$ cat src/hw/rtl/bbc_pkg.sv
// Shared types and constants for the block buffer cache.
package bbc_pkg;

  // Number of buffer entries, one cell each.
  localparam int NUM_BUFFERS = 32;

  // Width of an internal entry index.
  localparam int IDX_W = (NUM_BUFFERS > 1) ? $clog2(NUM_BUFFERS) : 1;

  // Width used when comparing an internal index with the 5-bit buffer index field.
  localparam int CMP_W = (IDX_W > 5) ? IDX_W : 5;

  localparam logic [5:0]  REF_MAX   = 6'd63;
  localparam logic [31:0] TICK_NONE = 32'hFFFF_FFFF;

  // Operation codes.
  typedef enum logic [1:0] {
    OP_ACQUIRE = 2'd0,
    OP_RELEASE = 2'd1,
    OP_PIN     = 2'd2,
    OP_UNPIN   = 2'd3
  } op_t;

  // Request that walks the cell chain and collects what it finds.
  typedef struct packed {
    logic             vld;
    op_t              op;
    logic [7:0]       device_id;
    logic [23:0]      block_number;
    logic [4:0]       buffer_index;
    logic [31:0]      now_tick;
    logic             hit;
    logic [IDX_W-1:0] hit_idx;
    logic             needs_read;
    logic [5:0]       ref_after;
    logic             vic_found;
    logic [IDX_W-1:0] vic_idx;
    logic [31:0]      vic_ts;
  } token_t;

  // Retag command broadcast to all cells after a miss.
  typedef struct packed {
    logic             en;
    logic [IDX_W-1:0] idx;
    logic [7:0]       device_id;
    logic [23:0]      block_number;
  } retag_t;

endpackage

$ cat src/hw/rtl/bbc_cell.sv
// One buffer entry of the cache with its stage of the request chain.
module bbc_cell
  import bbc_pkg::*;
(
  input  logic             clk,
  input  logic             rst,
  input  logic [IDX_W-1:0] my_idx,
  input  token_t           tok_in,
  input  retag_t           retag,
  output token_t           tok_out
);

  logic [7:0]  tag_device, tag_device_next;
  logic [23:0] tag_block, tag_block_next;
  logic [5:0]  ref_count, ref_count_next;
  logic        data_valid, data_valid_next;
  logic [31:0] last_release, last_release_next;
  token_t      tok_next;

  logic tag_match;
  logic idx_match;
  logic retag_me;

  assign tag_match = (tag_device == tok_in.device_id) && (tag_block == tok_in.block_number);
  assign idx_match = (CMP_W'(tok_in.buffer_index) == CMP_W'(my_idx));
  assign retag_me  = retag.en && (retag.idx == my_idx);

  // Entry update and token hand-off.
  always_comb begin
    tag_device_next   = tag_device;
    tag_block_next    = tag_block;
    ref_count_next    = ref_count;
    data_valid_next   = data_valid;
    last_release_next = last_release;
    tok_next          = tok_in;

    if (retag_me) begin
      tag_device_next = retag.device_id;
      tag_block_next  = retag.block_number;
      ref_count_next  = 6'd1;
      data_valid_next = 1'b1;
    end

    if (tok_in.vld) begin
      unique case (tok_in.op)
        OP_ACQUIRE: begin
          // The first matching entry along the chain is the lowest index.
          if (tag_match && !tok_in.hit) begin
            if (ref_count != REF_MAX) begin
              ref_count_next = ref_count + 6'd1;
            end
            data_valid_next     = 1'b1;
            tok_next.hit        = 1'b1;
            tok_next.hit_idx    = my_idx;
            tok_next.needs_read = !data_valid;
            tok_next.ref_after  = (ref_count != REF_MAX) ? ref_count + 6'd1 : ref_count;
          end
          // Strictly older free entry replaces the candidate, so ties keep the lower index.
          if ((ref_count == 6'd0) && (last_release < tok_in.vic_ts)) begin
            tok_next.vic_found = 1'b1;
            tok_next.vic_idx   = my_idx;
            tok_next.vic_ts    = last_release;
          end
        end
        OP_RELEASE: begin
          if (idx_match) begin
            if (ref_count != 6'd0) begin
              ref_count_next = ref_count - 6'd1;
              if (ref_count == 6'd1) begin
                last_release_next = tok_in.now_tick;
              end
            end
            tok_next.ref_after = (ref_count != 6'd0) ? ref_count - 6'd1 : ref_count;
          end
        end
        OP_PIN: begin
          if (idx_match) begin
            if (ref_count != REF_MAX) begin
              ref_count_next = ref_count + 6'd1;
            end
            tok_next.ref_after = (ref_count != REF_MAX) ? ref_count + 6'd1 : ref_count;
          end
        end
        OP_UNPIN: begin
          if (idx_match) begin
            if (ref_count != 6'd0) begin
              ref_count_next = ref_count - 6'd1;
            end
            tok_next.ref_after = (ref_count != 6'd0) ? ref_count - 6'd1 : ref_count;
          end
        end
        default: begin
          tok_next = tok_in;
        end
      endcase
    end
  end

  // Entry state and the outgoing token register.
  always_ff @(posedge clk) begin
    if (rst) begin
      tag_device   <= '0;
      tag_block    <= '0;
      ref_count    <= '0;
      data_valid   <= 1'b0;
      last_release <= '0;
      tok_out.vld  <= 1'b0;
    end else begin
      tag_device   <= tag_device_next;
      tag_block    <= tag_block_next;
      ref_count    <= ref_count_next;
      data_valid   <= data_valid_next;
      last_release <= last_release_next;
      tok_out.vld  <= tok_next.vld;
    end
    // Token payload needs no reset.
    tok_out.op           <= tok_next.op;
    tok_out.device_id    <= tok_next.device_id;
    tok_out.block_number <= tok_next.block_number;
    tok_out.buffer_index <= tok_next.buffer_index;
    tok_out.now_tick     <= tok_next.now_tick;
    tok_out.hit          <= tok_next.hit;
    tok_out.hit_idx      <= tok_next.hit_idx;
    tok_out.needs_read   <= tok_next.needs_read;
    tok_out.ref_after    <= tok_next.ref_after;
    tok_out.vic_found    <= tok_next.vic_found;
    tok_out.vic_idx      <= tok_next.vic_idx;
    tok_out.vic_ts       <= tok_next.vic_ts;
  end

endmodule

$ cat config.mk
export PLATFORM = sky130hd
export DESIGN_NAME = bbc_cell
export DESIGN_NICKNAME = d
export VERILOG_FILES = /design/src/hw/rtl/bbc_pkg.sv /design/src/hw/rtl/bbc_cell.sv
export SDC_FILE = /design/constraint.sdc
export NUM_CORES = 1
export LEC_CHECK = 0
export BUFFER_PORTS_ARGS = -buffer_cell sky130_fd_sc_hd__buf_2
export CAP_MARGIN = 30
export CORE_ASPECT_RATIO = 1.4
export CORE_MARGIN = 8
export CORE_UTILIZATION = 49
export DETAILED_ROUTE_END_ITERATION = 6
export GPL_ROUTABILITY_DRIVEN = 0
export PLACE_DENSITY = 0.89
export SLEW_MARGIN = 20
export SYNTH_ARGS = -nofsm -noshare
export SYNTH_HDL_FRONTEND = slang
export SYNTH_SLANG_ARGS = --single-unit
$ cat constraint.sdc
create_clock -name clk -period 3.4 [get_ports clk]
set_clock_uncertainty 0.2 [all_clocks]
set_input_delay 0.17 -clock clk [delete_from_list [all_inputs] [get_ports clk]]
set_output_delay 0.17 -clock clk [all_outputs]
set_load 0.005 [all_outputs]
# --- Word level (Yosys, flattened, before mapping) ---
# Cells that the tools add are included.
word_totals:
  register_bits: 194
  inputBits: 168
  output_inout_bits: 123
  wordCells: 63
classes:
  addsub: 2
  n_lt_le_gt_ge: 1
  eq_ne: 9
  mux: 22
  reduce_logical: 11
op_table:
  columns: ["op", "n"]
  rows:
  - ["$mux 123", 1]
  - ["$mux 38", 2]
  - ["$mux 6", 11]
  - ["$pmux 6 s3", 2]
  - ["$lt 32x32->1", 1]
  - ["$eq 24x24->1", 1]
  - ["$mux 13", 1]
  - ["$eq 5x5->1", 2]
  - ["$eq 8x8->1", 1]
  - ["$mux 7", 1]
  - ["$add 6x1->6 const B", 1]
  - ["$eq 6x1->1 const B", 1]
  - ["$logic_not 6->1", 1]
  - ["$ne 6x6->1 const B", 1]
  - ["$reduce_bool 6->1", 1]
  - ["$sub 6x1->6 const B", 1]
  - ["$reduce_and 5->1", 1]
  - ["$eq 2x2->1 const B", 2]
  - ["$logic_and 1x1->1", 4]
  - ["$mux 1", 4]
  - ["$eq 2x1->1 const B", 1]
  - ["$logic_not 1->1", 2]
  - ["$logic_not 2->1", 1]
  - ["$reduce_or 2->1", 1]

# --- Longest topological paths before layout ---
# Gate-level depths: netlist of the first run.
logic_depth:
  depth_word: 7
  depth_mapped: 11

# --- Worst setup path before layout of the first run ---
# Ideal clock, no wire load.
synth_path:
  kind: "flip-flop to flip-flop"
  start: "register last_release[21]"
  end: "register tok_out[18] in the netlist's numbering"
  setup_time_ns: 0.123
  t_arrival_ns: 2.236
  setup_slack_ns: 0.841
  path_stages_with_launch: 11
  n_path_buf: 2
  cell_sequence: "dfxtp_1 -> ha_1 -> a21o_1 -> a21o_1 -> a221oi_1 -> o21ai_0 -> a31o_1 -> a21oi_1 -> buf_4 -> buf_4 -> mux2_1"
synth_rtl:
  columns: ["element", "line_no", "text"]
  rows:
  - ["from (decl)", "bbc_cell.sv:17", "logic [31:0] last_release, last_release_next;"]
  - ["from (signal assigned)", "bbc_cell.sv:113", "last_release <= last_release_next;"]
  - ["to (decl)", "bbc_cell.sv:10", "output token_t tok_out"]

==> summary.md, run 1 <==
| Metric | Value |
|---|---|
| Post-synthesis cell count | 804 |
| VDD IR-drop max | 0.447 mV |
| Total negative slack | 0 ns |
| # nets final | 1456 |
| Setup CP Type | in -> reg |
| Data required time at the worst endpoint | 3.51 ns |
| IO Port Bufs | 290 |
| Layout cells sized above 1 | 0.275 |
| Max incr delay on CP | 0.57 ns |
| CTS tree | built |
| Yosys reg bits | 194 |
| I/O pin total | 291 |
| Final setup viols | 0 |
| Fin crit share | 0.959 |
| Setup WS post-layout | 0.139 ns |
| Detailed Route Iter0 Violations | 892 |
| Most frequent cells in the layout | 290 x buf_2, 194 x dfxtp_1, 175 x nand2_1, 164 x dlygate4sd3_1, 86 x a21oi_1 |
| Final HPWL DP | 17800 microns |
| Yosys top cell area share | 0.514 |
| Worst-Skew Late Latency | 0.43 ns |
| Initial antenna violation count | 1 |
| Critical path peak fanout | 8 |
| CP Launch Type | input pin |
| Slowest cell on crit path | dlygate4sd3_1 |
| Layout area overhead | 52.4% |
| Clk root buf | clkbuf_16 |
| Most used cell, CP | dlygate4sd3_1 |
| Num CTS Buffers | 17 |
| Area leader, netlist | dfxtp_1 |
| First-pass GRT wire length | 44300 microns |
| Htree depth | 4 |
| Min-Delay Path Class | in -> reg |
| Worst R2R Setup Slack | 0.25 ns |
| Maximum clock path buffer count | 2 |
| P_leak | 5.37 nW |
| Syn Area/Cell | 9.39 sq um |
| Worst Setup End Kind | flop |
| Ys async rst share | 0 |
| Max cap viols | 0 |
| Cell Area, Synth | 7550 sq um |
| Vias per cell | 5.52 |
| Worst relative slew slack | 0.463 |
| Worst r2r src | last_release[15] |
| TritonRoute pass-1 iters | 7 |
| Design area | 11500 sq um |
| Pre-CTS setup slack | 0.619 ns |
| # clock sinks | 194 |
| Core Region | 15100 sq um |
| Total number of vias | 8056 |
| Synth area leaders | dfxtp_1 51%, nand2_1 8.7%, a21oi_1 5.8% |
| Die Ht | 163 microns |
| Syn Nets | 1007 |
| Hold Fails Final Rpt | 0 |
| Worst EP arrival | 3.37 ns |
| Critical R2R Capture | tok_out[35] |
| All-Layer GR Usage | 0.288 |
| Placed cell area | 9180 sq um |
| Die width | 121 microns |
| Final ANT Viol Nets | 0 |
| Synth cell types | 56 |
| Seq/Total Area, Yosys | 0.514 |
| R2R cell count | 10 |
| RSZ-0062 raised after global routing | false |
| Largest net degree at the start of global routing | 49 |
| Cells along the critical path | dlygate4sd3_1, buf_2, inv_1, ha_1, a21oi_2, o21ai_0, a221oi_1, o21ai_1, a31o_1, a21oi_4, buf_12, mux2_1, dlygate4sd3_1 |
| Fin. max-slew vios | 0 |
| Least-Margin Pin Slew | 0.805 ns |
| Residual DRC count | 0 |
| Initial Utilization | 0.502 |
| Yosys warns | 0 |
| # rows | 53 |
| Die ar. | 19700 sq um |
| HP Start | rst |
| Pwr dens | 452 nW/um^2 |
| Commonest non-fill, non-tap cell in the layout | buf_2 |
| Vias in the first global route | 8505 |
| Clock-pin transition on the worst setup and hold timing paths | 0.08 ns |
| GR Overflow Total | 0 |
| FMAX | 307 MHz |
| Synth Flop Type | dfxtp_1 |
| Outcome | finished clean |
| WHS Endpoint | last_release[19] |
| Total wire length | 29600 microns |
| WHS Path Cells | 2 |
| Design Power | 5.20 mW |
| Tmin final | 3.26 ns |
| Dpl cells | 1257 |
| Post-synth EDFFs | 0 |
| Final std cells w/o fill | 1459 |
| DR WL/cell | 20.3 microns |
## cells by family after synthesis
kind of cell	Yosys count	synth area share
simple gates	257	0.149
flops	194	0.514
xor+xnor	47	0.0545
compound gates	155	0.125
mux	40	0.0595
fa+ha+maj	35	0.0580
buf+inv	76	0.0401
## worst max path at each step
stage                      from            to  slack, ns  cells after the start
3_3_place_gp       tag_block[2]  ref_count[1]       0.66                      8
6_report             tok_in[15]   tok_out[35]       0.14                     13
2_1_floorplan  last_release[21]   tok_out[18]       0.84                     10
5_1_grt              tok_in[90]   tok_out[47]       0.01                     11
4_1_cts              tok_in[15]   tok_out[35]       0.05                     13
3_5_place_dp       tag_block[2]  ref_count[1]       0.62                      8
## where the power goes
| group | internal [mW] | switching (mW) |
|---|---|---|
| sequential | 2.37 | 0.0391 |
| clock | 1.18 | 0.951 |
| combinational | 0.351 | 0.308 |
## routing by layer
layer	share of wire	wire, microns	up-vias	GRT usage
met5	0	0	-	0
met4	0.055	1620	0	0.180
met3	0.092	2720	114	0.0788
met2	0.52	15400	579	0.522
met1	0.33	9860	3732	0.282
li1	-	-	3631	-
## critical path: cells and delay by family
kind / cells / cell delay (ns)
buffers and inverters: 5 / 1.41
multiplexers: 1 / 0.32
adder cells (fa/ha/maj): 1 / 0.34
AO/OA/AOI/OAI: 6 / 1.11
## synth_stat cells (all sizes together) (2+ instances only)
cell type  number
o211ai          4
nand3           7
nor3           11
buf            14
a221oi          4
xnor2           7
or4             2
a311oi          3
or2             4
a2111oi         2
o221ai          3
a21o           12
and2            4
nor2b           4
nor4           12
mux2           39
o31a            2
o21a            2
nand2         176
a31oi           4
dfxtp         194
a21boi          2
a22o            2
ha             35
nand4           9
inv            37
o31ai           3
clkbuf         25
xor2           40
a21oi          88
o22ai           3
nor2           20
o21ai          14
or3             2
## repair_timing
item | 4_1_cts | 5_1_grt
hold endpoints to repair | 186 | 0
gates resized for setup | 0 | 3
endpoints found under the setup margin | 0 | 10
hold buffers | 164 | 0
buffers inserted | 0 | 4
## stage by stage
step | hold slack, ns | utilization
after floorplan | -0.00228 | -
after global placement | 0.0870 | 0.610
after detailed placement | 0.0881 | 0.610
after CTS | 0.00135 | 0.760
after global routing | 0.0369 | 0.765
final | 0.0322 | 0.765
## sequential cells by signal, indices dropped and copies added, names as in the netlist
register,cells
data_valid,1
last_release,32
ref_count,6
tag_block,24
tag_device,8
tok_out,123
## area by class of cell
| type | instances | area [sq um] |
|---|---|---|
| clock inverter | 15 | 194 |
| timing repair buffer | 469 | 3240 |
| antenna | 1 | 2.50 |
| clock buffer | 17 | 425 |
| inverter | 37 | 139 |
| tap | 192 | 240 |
| multi-input combinational | 534 | 3390 |
| sequential | 194 | 3880 |
| fill | 852 | 3540 |
Note: power is estimated with default switching activity, not from simulation.
==> run 2, diff against run 1 <==
--- a/config.mk
+++ b/config.mk
@@ -12,7 +12,9 @@
 export CORE_UTILIZATION = 49
 export DETAILED_ROUTE_END_ITERATION = 6
 export GPL_ROUTABILITY_DRIVEN = 0
+export HOLD_SLACK_MARGIN = 0.12
 export PLACE_DENSITY = 0.89
+export SKIP_CTS_REPAIR_TIMING = 1
 export SLEW_MARGIN = 20
 export SYNTH_ARGS = -nofsm -noshare
 export SYNTH_HDL_FRONTEND = slang
==> run 2 against run 1 <==
  * Sequential power barely moved
  * Count of clock-buffer cells in the layout unchanged
  * Highest routed layer unchanged
  * Utilization shrank 0.32 points
==> summary.md, run 2 (synthesized netlist as in run 1, its figures left out) <==
| Metric | Value |
|---|---|
| Outcome | finished clean |
| Max incr delay on CP | 0.55 ns |
| Cells along the critical path | ha_1, and4_1, nand2_1, mux2i_1, nand2_1, a21oi_1, o22ai_1, a22o_1, dlygate4sd3_1 |
| Largest net degree at the start of global routing | 49 |
| Die Ht | 163 microns |
| Pre-CTS setup slack | 0.619 ns |
| Clock-pin transition on the worst setup and hold timing paths | 0.07 ns |
| Flop pwr share | 0.464 |
| Logic pwr share | 0.126 |
| Regs by FF count | tok_out x123, last_release x32, tag_block x24 |
| Clk root buf | clkbuf_16 |
| Design area | 11500 sq um |
| Utilization after layout | 0.761 |
| Fin. max-slew vios | 0 |
| Worst EP arrival | 3.41 ns |
| Pwr dens | 453 nW/um^2 |
| Core Region | 15100 sq um |
| Layout cells sized above 1 | 0.270 |
| Most used cell, CP | nand2_1 |
| First-pass GRT wire length | 35200 microns |
| Layout filler cell count | 878 |
| Worst Setup End Kind | flop |
| P_leak | 5.35 nW |
| Min-Delay Path Class | in -> reg |
| Max FFs per register | 123 |
| Least-Margin Pin Slew | 0.813 ns |
| TritonRoute pass-1 iters | 6 |
| Worst-Skew Late Latency | 0.43 ns |
| Total negative slack | 0 ns |
| Htree depth | 4 |
| Vias per cell | 5.50 |
| Die width | 121 microns |
| Initial Utilization | 0.502 |
| Int Pwr | 3.90 mW |
| CTS tree | built |
| All-Layer GR Usage | 0.225 |
| Placed cell area | 9180 sq um |
| CP Launch Type | flop |
| I/O pin total | 291 |
| Data required time at the worst endpoint | 3.52 ns |
| Final ANT Viol Nets | 0 |
| VDD IR-drop max | 0.427 mV |
| IO Port Bufs | 290 |
| # clock sinks | 194 |
| Final setup viols | 0 |
| Total number of vias | 8019 |
| # rows | 53 |
| Switching share of power | 0.249 |
| Maximum clock path buffer count | 2 |
| Setup WS post-layout | 0.103 ns |
| Residual DRC count | 0 |
| FMAX | 303 MHz |
| Total wire length | 29300 microns |
| # nets final | 1452 |
| GR Overflow Total | 0 |
| Area of the multi-input gates | 3380 sq um |
| Layout area overhead | 51.7% |
| Critical path peak fanout | 13 |
| Most frequent cells in the layout | 290 x buf_2, 194 x dfxtp_1, 175 x nand2_1, 165 x dlygate4sd3_1, 87 x a21oi_1 |
| Slowest cell on crit path | dlygate4sd3_1 |
| Hold Fails Final Rpt | 0 |
| Worst relative slew slack | 0.458 |
| DR WL/cell | 20.1 microns |
| Num CTS Buffers | 17 |
| Max cap viols | 0 |
| Clock share of power | 0.410 |
| Final HPWL DP | 17800 microns |
| Fin crit share | 0.970 |
| Setup CP Type | reg -> reg |
| Tmin final | 3.30 ns |
| Die ar. | 19700 sq um |
| Detailed Route Iter0 Violations | 1066 |
| Design Power | 5.19 mW |
| Commonest non-fill, non-tap cell in the layout | buf_2 |
| Initial antenna violation count | 2 |
| Largest Register | tok_out |
| Net Sw Power | 1.29 mW |
| Vias in the first global route | 7136 |
| Register area | 3880 sq um |
[run 2: changes by cell type in the layout (fill, tap and decap cells not counted), sizes merged]
| cell | previous run | this run |
|---|---|---|
| buf | 304 | 300 |
| clkbuf | 18 | 17 |
| diode | 1 | 3 |
| dlygate4sd3 | 164 | 165 |
[run 2: worst paths after layout]
path	startpoint	to	slack [ns]	cells after the start
setup / recovery	ref_count[1]	tok_out[39]	0.10	9
setup reg to reg	ref_count[1]	tok_out[39]	0.10	9
hold reg to reg	data_valid	tok_out[44]	0.26	1
hold / removal	tok_in[68]	tok_out[68]	0.19	2
[run 2: final cells by class]
cell class | instances | area share
clock buffers | 17 | 0.0371
diodes | 3 | 0.000655
flip-flops and latches | 194 | 0.339
multi-input cells | 534 | 0.295
repair buffers | 465 | 0.278
clock inverters | 15 | 0.0169
well taps | 192 | 0.0210
inverters | 37 | 0.0121
[run 2: layer usage]
| metal | up-vias | track usage | share of wire |
|---|---|---|---|
| li1 | 3635 | - | - |
| met4 | 0 | 0.110 | 0.059 |
| met5 | - | 0 | 0 |
| met3 | 138 | 0.0781 | 0.086 |
| met1 | 3731 | 0.225 | 0.33 |
| met2 | 515 | 0.405 | 0.52 |
[run 2: through the flow]
stage,instances,hold WS (ns)
after floorplan,804,-0.00228
after global placement,1257,0.0870
after detailed placement,1257,0.0881
after CTS,1289,-0.366
after global routing,1456,0.190
final,1457,0.192
[run 2: worst max-delay path, delay by kind of cell (launching register included)]
family                     cells  cell delay (ns)
AOI/OAI and AO/OA              3             0.48
and+or+nand+nor                3             0.72
muxes                          1             0.36
DFF                            1             0.54
buffers and inverters          1             0.55
adders and majority gates      1             0.33
[run 2: power groups by stage]
| stage | clock (mW) | combinational, mW | sequential, mW |
|---|---|---|---|
| global route | 2.23 | 0.695 | 2.41 |
| detailed placement | 0 | 0.467 | 2.45 |
| CTS | 2.14 | 0.472 | 2.40 |
| floorplan | 0 | 0.184 | 2.46 |
| global placement | 0 | 0.453 | 2.45 |
| finish | 2.13 | 0.654 | 2.40 |
==> run 3, diff against run 2 <==
--- a/config.mk
+++ b/config.mk
@@ -5,7 +5,7 @@
 export SDC_FILE = /design/constraint.sdc
 export NUM_CORES = 1
 export LEC_CHECK = 0
-export BUFFER_PORTS_ARGS = -buffer_cell sky130_fd_sc_hd__buf_2
+export BUFFER_PORTS_ARGS = -buffer_cell sky130_fd_sc_hd__clkbuf_2
 export CAP_MARGIN = 30
 export CORE_ASPECT_RATIO = 1.4
 export CORE_MARGIN = 8
==> run 3 against run 2 <==
  * Global-route usage about the same
  * First-iteration DRC count decreased by 25%
  * Count of clock-buffer cells in the layout increased by 2
  * Utilization decreased by 0.52 points
  * Final cell count decreased by 0.41%
  * Non-clock buffer count decreased by 5
==> summary.md, run 3 (synthesized netlist as in run 1, its figures left out) <==
| Metric | Value |
|---|---|
| All-Layer GR Usage | 0.225 |
| DR WL/cell | 19.5 microns |
| Detailed Route Iter0 Violations | 797 |
| Final HPWL DP | 17500 microns |
| Most frequent cells in the layout | 290 x clkbuf_2, 194 x dfxtp_1, 175 x nand2_1, 161 x dlygate4sd3_1, 87 x a21oi_1 |
| TritonRoute pass-1 iters | 6 |
| Max cap viols | 0 |
| Placed cell area | 9180 sq um |
| First-pass GRT wire length | 35200 microns |
| Worst setup path end | ref_count[1] |
| Layout area overhead | 50.7% |
| Final setup viols | 0 |
| Cells along the critical path | dlygate4sd3_1, clkbuf_2, xor2_1, nor4_1, nand4_1, nor3_4, nand3_1, nor3_1, or3_1 |
| I/O pin total | 291 |
| Critical path peak fanout | 11 |
| Initial Utilization | 0.502 |
| Total wire length | 28400 microns |
| Tmin final | 3.01 ns |
| P_leak | 5.37 nW |
| Min-Delay Path Class | in -> reg |
| Max incr delay on CP | 0.54 ns |
| Final std cells w/o fill | 1451 |
| WP buf/inv | 2 |
| FMAX | 333 MHz |
| Dpl cells | 1256 |
| Hold Worst Slack | 0.206 ns |
| Largest net degree at the start of global routing | 45 |
| Pwr dens | 447 nW/um^2 |
| Die ar. | 19700 sq um |
| RSZ-0062 raised after global routing | false |
| Outcome | finished clean |
| CP Launch Type | input pin |
| Num CTS Buffers | 17 |
| Slowest cell on crit path | dlygate4sd3_1 |
| Die Ht | 163 microns |
| Layout filler cell count | 878 |
| Critical R2R Capture | ref_count[1] |
| Least-Margin Pin Slew | 0.814 ns |
| CP delay by family, top | simple AND/OR/NAND/NOR gates |
| Register area | 3880 sq um |
| Utilization after layout | 0.756 |
| Vias in the first global route | 7109 |
| Fin. max-slew vios | 0 |
| Setup CP Type | in -> reg |
| Worst Setup End Kind | flop |
| Worst-Skew Late Latency | 0.43 ns |
| Residual DRC count | 0 |
| Worst r2r src | tag_block[2] |
| VDD IR-drop max | 0.403 mV |
| Commonest non-fill, non-tap cell in the layout | clkbuf_2 |
| GR Overflow Total | 0 |
| Area of the multi-input gates | 3380 sq um |
| Layout cells sized above 1 | 0.270 |
| Die width | 121 microns |
| Max FFs per register | 123 |
| Stages on the worst setup path | 9 |
| Data required time at the worst endpoint | 3.57 ns |
| # clock sinks | 194 |
| Hold Fails Final Rpt | 0 |
| Maximum clock path buffer count | 2 |
| Final ANT Viol Nets | 0 |
| Htree depth | 4 |
| Total number of vias | 7812 |
| Worst Setup SP | tok_in[90] |
| Clk root buf | clkbuf_16 |
| Clock-pin transition on the worst setup and hold timing paths | 0.07 ns |
| Vias per cell | 5.38 |
| Design area | 11400 sq um |
| # rows | 53 |
| Total negative slack | 0 ns |
| Regs by FF count | tok_out x123, last_release x32, tag_block x24 |
| # nets final | 1447 |
| Core Region | 15100 sq um |
| Worst EP arrival | 3.18 ns |
| R2R cell count | 7 |
| Initial antenna violation count | 2 |
| Worst relative slew slack | 0.458 |
| Largest Register | tok_out |
| Worst R2R Setup Slack | 0.46 ns |
| Fin crit share | 0.884 |
| IO Port Bufs | 290 |
| CTS tree | built |
==> run 3: worst min path at each step <==
stage,startpoint,end,depth (start not counted)
floorplan,tok_in[100],tok_out[100],0
global placement,tok_in[60],tok_out[60],1
detailed placement,tok_in[56],tok_out[56],1
CTS,tok_in[56],tok_out[56],1
global route,tok_in[56],tok_out[56],2
finish,tok_in[71],tok_out[71],2
==> run 3: metal layers <==
metal  vias to the layer above  part of all wire  GRT usage
li1                       3616                 -          -
met1                      3633              0.34      0.222
met2                       461              0.53      0.410
met3                       102             0.092     0.0808
met4                         0             0.040     0.0980
met5                         -                 0          0
==> run 3: worst reg2reg max path: cells and delay by family, from the launching register on <==
family,cells,cell delay [ns]
flops,1,0.33
xor+xnor,1,0.16
simple gates,6,2.20
==> run 3: cell type report <==
cell class | count | share of cell area
timing repair buffer | 460 | 0.276
tap | 192 | 0.0211
clock buffer | 19 | 0.0389
antenna | 2 | 0.000440
inverter | 37 | 0.0122
clock inverter | 13 | 0.0131
multi-input combinational | 534 | 0.297
sequential | 194 | 0.341
==> run 3: power breakdown <==
group	switching [mW]	internal [mW]
sequential	0.0400	2.37
clock	0.921	1.12
combinational	0.304	0.340
==> run 3: metrics by stage <==
stage | setup WS [ns] | power (mW)
3_3_place_gp | 0.509 | 2.91
4_1_cts | 0.409 | 4.93
2_1_floorplan | 0.841 | 2.64
6_report | 0.394 | 5.09
3_5_place_dp | 0.428 | 2.92
5_1_grt | 0.241 | 5.27
